### src/pfas_pkg.sv
// ----------------------------------------------------------------------------
// pfas_pkg
// Types, constants and codes of the per-flow aging priority scheduler.
// ----------------------------------------------------------------------------
package pfas_pkg;

  localparam int FLOWS_DEF      = 16;
  localparam int FIFO_DEPTH_DEF = 8;
  localparam int CMD_W          = 2;
  localparam int FLOW_W         = 4;
  localparam int TAG_W          = 16;
  localparam int PRI_W          = 8;
  localparam int TIME_W         = 32;
  localparam int PERIOD_W       = 16;
  localparam int STATUS_W       = 2;
  localparam int WAIT_W         = 24;
  localparam int SCORE_W        = 25;
  localparam logic [PERIOD_W-1:0] PERIOD_RST = 16'd5000;

  localparam logic [CMD_W-1:0] CMD_ENQ = 2'd0;
  localparam logic [CMD_W-1:0] CMD_PICK = 2'd1;
  localparam logic [CMD_W-1:0] CMD_REL = 2'd2;

  localparam logic [STATUS_W-1:0] ST_OK   = 2'd0;
  localparam logic [STATUS_W-1:0] ST_FULL = 2'd1;
  localparam logic [STATUS_W-1:0] ST_NONE = 2'd2;

  // Controller to datapath commands.
  typedef struct packed {
    logic load;      // latch input item
    logic rd_head;   // issue head read for latched flow
    logic rd_tail;   // write new entry at tail
    logic snap;      // compute candidate score from read data
    logic scan_clr;  // reset scan
    logic scan_step; // compare one flow
    logic rd_best;   // read head of best flow
    logic grant;     // pop best flow
    logic rel;       // mark flow idle
    logic done;      // load result register
  } pfas_cmd_t;

  // Datapath to controller status.
  typedef struct packed {
    logic full;      // enqueue target full or out of range
    logic in_range;  // latched flow below FLOWS
    logic scan_last; // last flow under compare
    logic found;     // at least one candidate seen
  } pfas_sts_t;

endpackage

### src/pfas_ctrl.sv
// ----------------------------------------------------------------------------
// pfas_ctrl
// Command sequencer: handshake, enqueue, pick scan and release steps.
// ----------------------------------------------------------------------------
module pfas_ctrl (
  input  logic                          clk,
  input  logic                          rst_n,
  input  logic                          in_valid,
  output logic                          in_ready,
  input  logic [pfas_pkg::CMD_W-1:0]    in_cmd,
  output logic                          out_valid,
  input  logic                          out_ready,
  output pfas_pkg::pfas_cmd_t           cmd,
  input  pfas_pkg::pfas_sts_t           sts,
  output logic [pfas_pkg::STATUS_W-1:0] res_status
);
  import pfas_pkg::*;

  typedef enum logic [3:0] {
    S_IDLE, S_DEC, S_ENQ_W, S_RD, S_RDW, S_SNAP, S_SCAN, S_BEST, S_BESTW, S_GRANT, S_NONE
  } state_t;

  state_t state_r, state_nxt;
  logic [CMD_W-1:0] cmd_r, cmd_nxt;
  logic out_valid_r, out_valid_nxt;

  assign in_ready  = (state_r == S_IDLE) && (!out_valid_r || out_ready);
  assign out_valid = out_valid_r;

  always_comb begin
    state_nxt     = state_r;
    cmd_nxt       = cmd_r;
    out_valid_nxt = out_valid_r && !out_ready;
    cmd           = '0;
    res_status    = ST_OK;
    case (state_r)
      S_IDLE: begin
        if (in_valid && in_ready) begin
          cmd.load  = 1'b1;
          cmd_nxt   = in_cmd;
          state_nxt = S_DEC;
        end
      end
      S_DEC: begin
        case (cmd_r)
          CMD_ENQ: begin
            if (sts.full) begin
              res_status = ST_FULL;
              cmd.done = 1'b1;
              out_valid_nxt = 1'b1;
              state_nxt = S_IDLE;
            end else begin
              cmd.rd_tail = 1'b1;
              state_nxt = S_ENQ_W;
            end
          end
          CMD_PICK: begin
            cmd.scan_clr = 1'b1;
            state_nxt = S_SCAN;
          end
          CMD_REL: begin
            if (sts.in_range) begin
              cmd.rel = 1'b1;
              state_nxt = S_RD;
            end else begin
              cmd.done = 1'b1;
              out_valid_nxt = 1'b1;
              state_nxt = S_IDLE;
            end
          end
          default: begin
            cmd.done = 1'b1;
            out_valid_nxt = 1'b1;
            state_nxt = S_IDLE;
          end
        endcase
      end
      S_ENQ_W: state_nxt = S_RD; // let the write land before the head read
      S_RD: begin
        cmd.rd_head = 1'b1;
        state_nxt = S_RDW;
      end
      S_RDW: state_nxt = S_SNAP;
      S_SNAP: begin
        cmd.snap = 1'b1;
        cmd.done = 1'b1;
        out_valid_nxt = 1'b1;
        state_nxt = S_IDLE;
      end
      S_SCAN: begin
        cmd.scan_step = 1'b1;
        if (sts.scan_last) begin
          state_nxt = S_BEST;
        end
      end
      S_BEST: state_nxt = sts.found ? S_BESTW : S_NONE;
      S_BESTW: begin
        cmd.rd_best = 1'b1;
        state_nxt = S_GRANT;
      end
      S_GRANT: begin
        cmd.grant = 1'b1;
        cmd.done = 1'b1;
        out_valid_nxt = 1'b1;
        state_nxt = S_IDLE;
      end
      S_NONE: begin
        res_status = ST_NONE;
        cmd.done = 1'b1;
        out_valid_nxt = 1'b1;
        state_nxt = S_IDLE;
      end
      default: state_nxt = S_IDLE;
    endcase
  end

  always_ff @(posedge clk) begin
    if (!rst_n) begin
      state_r     <= S_IDLE;
      cmd_r       <= CMD_ENQ;
      out_valid_r <= 1'b0;
    end else begin
      state_r     <= state_nxt;
      cmd_r       <= cmd_nxt;
      out_valid_r <= out_valid_nxt;
    end
  end
endmodule

### config.mk
export PLATFORM = sky130hd
export DESIGN_NAME = pfas_ctrl
export DESIGN_NICKNAME = d
export VERILOG_FILES = /design/src/pfas_pkg.sv /design/src/pfas_ctrl.sv
export SDC_FILE = /design/constraint.sdc
export NUM_CORES = 1
export LEC_CHECK = 0
export CAP_MARGIN = 20
export CORE_AREA = 2 2 39 41
export CTS_BUF_LIST = sky130_fd_sc_hd__clkbuf_2
export CTS_CLUSTER_SIZE = 24
export DETAILED_ROUTE_END_ITERATION = 10
export DIE_AREA = 0 0 41 43
export DONT_BUFFER_PORTS = 1
export PLACE_DENSITY_LB_ADDON = 0.2
export SETUP_SLACK_MARGIN = 0.4
export SLEW_MARGIN = 20
export SYNTH_ARGS = -nofsm -noshare
export SYNTH_HDL_FRONTEND = slang
export SYNTH_SLANG_ARGS = --single-unit
### constraint.sdc
create_clock -name clk -period 1.4 [get_ports clk]
set_input_delay 0 -clock clk [delete_from_list [all_inputs] [get_ports clk]]
set_output_delay 0 -clock clk [all_outputs]
set_load 0.005 [all_outputs]
Yosys cells after proc, flatten, opt, wreduce, memory -nomap -nowiden --
Cells that the tools add are included.
Storage, ports and cells: word-level logic and storage cells 61, flip-flop bits (word level) 7, input bits 10
Operators by class: reductions and logical operators 11, equal/unequal tests 14, mux-type cells 33
Operator list (number):
- $pmux 4 s8 | 1
- $mux 1 | 21
- $eq 4x3->1 const B | 4
- $eq 4x4->1 const B | 3
- $pmux 4 s3 | 1
- $eq 4x2->1 const B | 2
- $mux 4 | 2
- $mux 2 | 3
- $pmux 1 s3 | 2
- $eq 4x1->1 const B | 1
- $logic_not 4->1 | 1
- $pmux 1 s2 | 2
- $pmux 2 s2 | 1
- $reduce_and 2->1 | 2
- $logic_and 1x1->1 | 3
- $reduce_or 3->1 | 1
- $eq 2x1->1 const B | 1
- $eq 2x2->1 const B | 1
- $logic_not 1->1 | 2
- $logic_not 2->1 | 1
- $ne 2x1->1 const B | 1
- $ne 2x2->1 const B | 1
- $logic_or 1x1->1 | 1

Longest topological paths before layout --
word-level depth 6, mapped depth 5

Least setup slack after synthesis --
No wires, ideal clock.
path type register to register, from reg state_r[0], to reg out_valid_r (netlist: out_valid), setup time 0.115 ns, cell stages (with the launch flop) 5, arrival 0.986 ns, setup slack 0.300 ns, data required time 1.285 ns, clock period less this slack 1.100 ns, cells stage by stage dfxtp_1 and4bb_4 a21oi_2 o21ai_1 o21a_1
Between the ends: longest elaborated chain between the ends 3, elaborated cells between the ends (all ways) 6, those cells by class eq/ne: 4; mux: 1; reduce/logical: 1
Ends and longest elaborated chain:
- start: declaration | RTL line pfas_ctrl.sv:23 | state_t state_r, state_nxt;
- start signal: assignment | RTL line pfas_ctrl.sv:123 | state_r <= state_nxt;
- $eq 4x4->1 or $eq 4x3->1 (tied branches) | RTL line pfas_ctrl.sv:36 | case (state_r)
- $reduce_or 3->1 (no line)
- $pmux 1 s2 (*) | RTL line pfas_ctrl.sv:36
- end signal: assignment | RTL line pfas_ctrl.sv:125 | out_valid_r <= out_valid_nxt;
- end: declaration | RTL line pfas_ctrl.sv:25 | logic out_valid_r, out_valid_nxt;
Every way passes the cells marked *; elsewhere a longest branch is shown, timed or not. A chain may end at the register's enable or synchronous reset.

==> reports/summary.json <==
{
  "status": {"value": "completed"},
  "synth_mux_area_share": {"value": 0, "unit": "%"},
  "hold_path.class": {"value": "input pin to output pin"},
  "grt_start_max_net_pins": {"value": 11},
  "globalRoute.busiestLayer": {"value": "met2"},
  "final_antenna_net_count": {"value": 0},
  "core.rowCount": {"value": 14},
  "global_route.usage.total": {"value": 20.8, "unit": "%"},
  "post-route-util": {"value": 59.4, "unit": "%"},
  "worstSetupPathType": {"value": "register to output pin"},
  "synth-edff-count": {"value": 0},
  "drc_violations": {"value": 0},
  "synth.cell_area": {"value": 564, "unit": "µm²"},
  "worst_path_max_delay_cell": {"value": "sky130_fd_sc_hd__dfxtp_2"},
  "first_global_vias": {"value": 517},
  "clock_path_buffers": {"value": 2},
  "placement.io_buffers": {"value": 0},
  "path_clk_slew": {"value": 0.09, "unit": "ns"},
  "cp_top_family": {"value": "flip-flops"},
  "cp.arrival": {"value": 1.21, "unit": "ns"},
  "grtUsageMet1": {"value": 25.2, "unit": "%"},
  "grt_overflow": {"value": 0},
  "syn-instance-count": {"value": 68},
  "ir_drop": {"value": 0.603, "unit": "mV"},
  "n_antenna_cell": {"value": 0},
  "post_drt_wl_per_cell": {"value": 14.4, "unit": "µm"},
  "post_drt_via_cell_ratio": {"value": 5.51},
  "layout-drive-gt1-share": {"value": 53.7, "unit": "%"},
  "clockRootBuffer": {"value": "sky130_fd_sc_hd__clkbuf_2"},
  "path_cells": {"value": "nor2b_4 > a2bb2oi_2 > a21oi_1 > or2_1"},
  "report.final.setup_viol": {"value": 0},
  "tritoncts.num_buffers": {"value": 3},
  "cp.required": {"value": 1.40, "unit": "ns"},
  "compound_gate_portion_of_the_synthesized_area": {"value": 17.7, "unit": "%"},
  "grt_pass1_wl": {"value": 2400, "unit": "µm"},
  "die_area": {"value": 0.00176, "unit": "mm²"},
  "number_of_antenna_violations_at_the_first_check_in_global_routing": {"value": 0},
  "design_power_total": {"value": 728, "unit": "µW"},
  "synth_top_family_by_area": {"value": "simple AND/OR/NAND/NOR gates"},
  "place.detailed.instances": {"value": 81},
  "final_hold_vios": {"value": 0},
  "worst_pin_slew": {"value": 0.348, "unit": "ns"},
  "timing.final.max_slew_violations": {"value": 0},
  "fin_nets": {"value": 93},
  "avg_synthesized_cell_area": {"value": 8.30, "unit": "µm²"},
  "floorplan.die.height": {"value": 43, "unit": "µm"},
  "yosys_most_used_dff": {"value": "sky130_fd_sc_hd__dfxtp_1"},
  "setup_tns": {"value": 0, "unit": "ns"},
  "cpPeakStageDelay": {"value": 0.36, "unit": "ns"},
  "fmaxAchievable": {"value": 830, "unit": "MHz"},
  "fin_worst_skew": {"value": 0.00475, "unit": "ns"},
  "grt_setup_unrepaired": {"value": "yes"},
  "detail_route.iter0.violations": {"value": 3},
  "cp-start-kind": {"value": "register"},
  "vias": {"value": 540},
  "initial_utilization": {"value": 40.8, "unit": "%"},
  "worst-path-max-fanout": {"value": 4},
  "route.final.wire_length": {"value": 1410, "unit": "µm"},
  "yosys_warnings": {"value": 0},
  "routabilityCongestion": {"value": 0.720},
  "floorplan.io_pins": {"value": 24},
  "final_period_minus_worst_setup_slack": {"value": 1.21, "unit": "ns"},
  "power.static_leakage": {"value": 0.000298, "unit": "µW"},
  "htree_num_levels": {"value": 1},
  "max_cap_violations": {"value": 0},
  "gr-usage-met2": {"value": 30.3, "unit": "%"},
  "worst_skew_pair.late_latency": {"value": 0.25, "unit": "ns"},
  "synth-seq-area-share": {"value": 24.8, "unit": "%"},
  "final_min_period_over_clock_period": {"value": 86.1, "unit": "%"},
  "endpoint_kind": {"value": "output pin"},
  "fin_cells": {"value": 98},
  "area_share_of_fa_ha_maj_cells_after_synthesis": {"value": 0, "unit": "%"},
  "cellPowerDensity": {"value": 886, "unit": "mW/mm²"},
  "synth_async_sr_flop_share": {"value": 0, "unit": "%"},
  "dp_hpwl": {"value": 914, "unit": "µm"},
  "tritoncts": {"value": "done"},
  "maxSlewHeadroom": {"value": 76.7, "unit": "%"},
  "die_width": {"value": 41, "unit": "µm"},
  "synth_nets": {"value": 78},
  "whs": {"value": 0.0233, "unit": "ns"},
  "firstDrtPassIters": {"value": 2},
  "syn2layout_area_growth": {"value": 45.7, "unit": "%"},
  "met3_usage": {"value": 7.33, "unit": "%"},
  "critical_path_buf_inv_count": {"value": 0},
  "synth_simple_gate_area_share": {"value": 45.2, "unit": "%"},
  "numClockSinks": {"value": 7},
  "placeableCoreArea": {"value": 0.00138, "unit": "mm²"},
  "synthXorXnorAreaFrac": {"value": 0, "unit": "%"},
  "synthDistinctLibCells": {"value": 31},
  "synth_seq_cells": {"value": 7}
}
metal layers:
metal / wire length [µm] / part of all wire [%]
met1: 574 / 41
met2: 732 / 52
met3: 64 / 4.5
met4: 36 / 2.6
met5: 0 / 0
logic make-up after synthesis:
kind of cell,after synthesis
and+or+nand+nor,37
DFF,7
buffers and inverters,10
AOI/OAI and AO/OA,14
metrics by stage:
step | cell area (µm²) | setup WS, ns
3_3_place_gp | 552 | 0.107
2_1_floorplan | 567 | 0.332
3_5_place_dp | 552 | 0.135
6_report | 822 | 0.195
5_1_grt | 822 | 0.110
4_1_cts | 778 | 0.161
path summary, 6_finish.rpt:
path | slack, ns | from | depth (start not counted) | endpoint
max | 0.19 | cmd_r[0] | 4 | cmd[0]
min | 0.02 | sts[3] | 1 | cmd[7]
max reg2reg | 0.29 | state_r[0] | 4 | state_r[0]
min reg2reg | 0.50 | cmd_r[0] | 2 | cmd_r[0]
sequential cells by signal, indices dropped and copies added (netlist names):
register / count
state_r: 4
cmd_r: 2
out_valid: 1
timing repair:
item | CTS | global route
cloned | 0 | 0
setup buffers | 7 | 1
pin swaps | 13 | 6
resized for setup | 29 | 11
setup endpoints to repair | 19 | 20
endpoints found under the hold margin | 7 | 0
hold buffers | 5 | 0
layout by cell type, fill, tap and decap left out, drive strengths merged:
cell type | Yosys | final
a2bb2oi | 1 | 1
nand2 | 5 | 5
nor2b | 2 | 2
o211ai | 1 | 1
or2 | 1 | 1
dlygate4sd3 | 0 | 5
nand2b | 4 | 4
a31oi | 1 | 1
nor4b | 1 | 1
and3 | 3 | 3
clkbuf | 1 | 4
nand4 | 1 | 1
a32oi | 1 | 1
o21a | 2 | 2
and4bb | 1 | 1
nor3b | 1 | 1
nand3 | 3 | 3
inv | 5 | 5
and2 | 1 | 1
buf | 4 | 10
a21oi | 3 | 3
o41ai | 1 | 1
o21ai | 4 | 4
nand3b | 1 | 1
dfxtp | 7 | 7
nor3 | 4 | 4
nor2 | 9 | 9
worst reg2reg max path, cell delays in order (launching register included):
cell	delay, ns
sky130_fd_sc_hd__dfxtp_4	0.38
sky130_fd_sc_hd__buf_6	0.13
sky130_fd_sc_hd__nor4b_4	0.28
sky130_fd_sc_hd__nor2_1	0.07
sky130_fd_sc_hd__a31oi_1	0.17
area by class of cell:
class / count / area (µm²)
fill: 125 / 562
multi-input combinational: 51 / 453
sequential: 7 / 160
timing repair buffer: 15 / 148
inverter: 5 / 21.3
clock buffer: 4 / 20.0
tap: 16 / 20.0
report_power, final:
group | switching, µW | internal [µW] | total, µW
clock | 88.9 | 75.9 | 165
combinational | 139 | 155 | 294
sequential | 49.1 | 221 | 270
total | 277 | 451 | 728
cells in the mapped netlist (3+ instances only):
library cell	n	area share, %
sky130_fd_sc_hd__buf_6	4	8.0
sky130_fd_sc_hd__dfxtp_1	7	25
sky130_fd_sc_hd__and3_1	3	3.3
sky130_fd_sc_hd__nor2_1	7	4.7
sky130_fd_sc_hd__nor3_1	3	2.7
sky130_fd_sc_hd__nand2_1	5	3.3
sky130_fd_sc_hd__nand3_1	3	2.7
sky130_fd_sc_hd__inv_1	5	3.3
sky130_fd_sc_hd__nand2b_1	3	3.3
No activity file was read; power rests on OpenSTA's default activity.
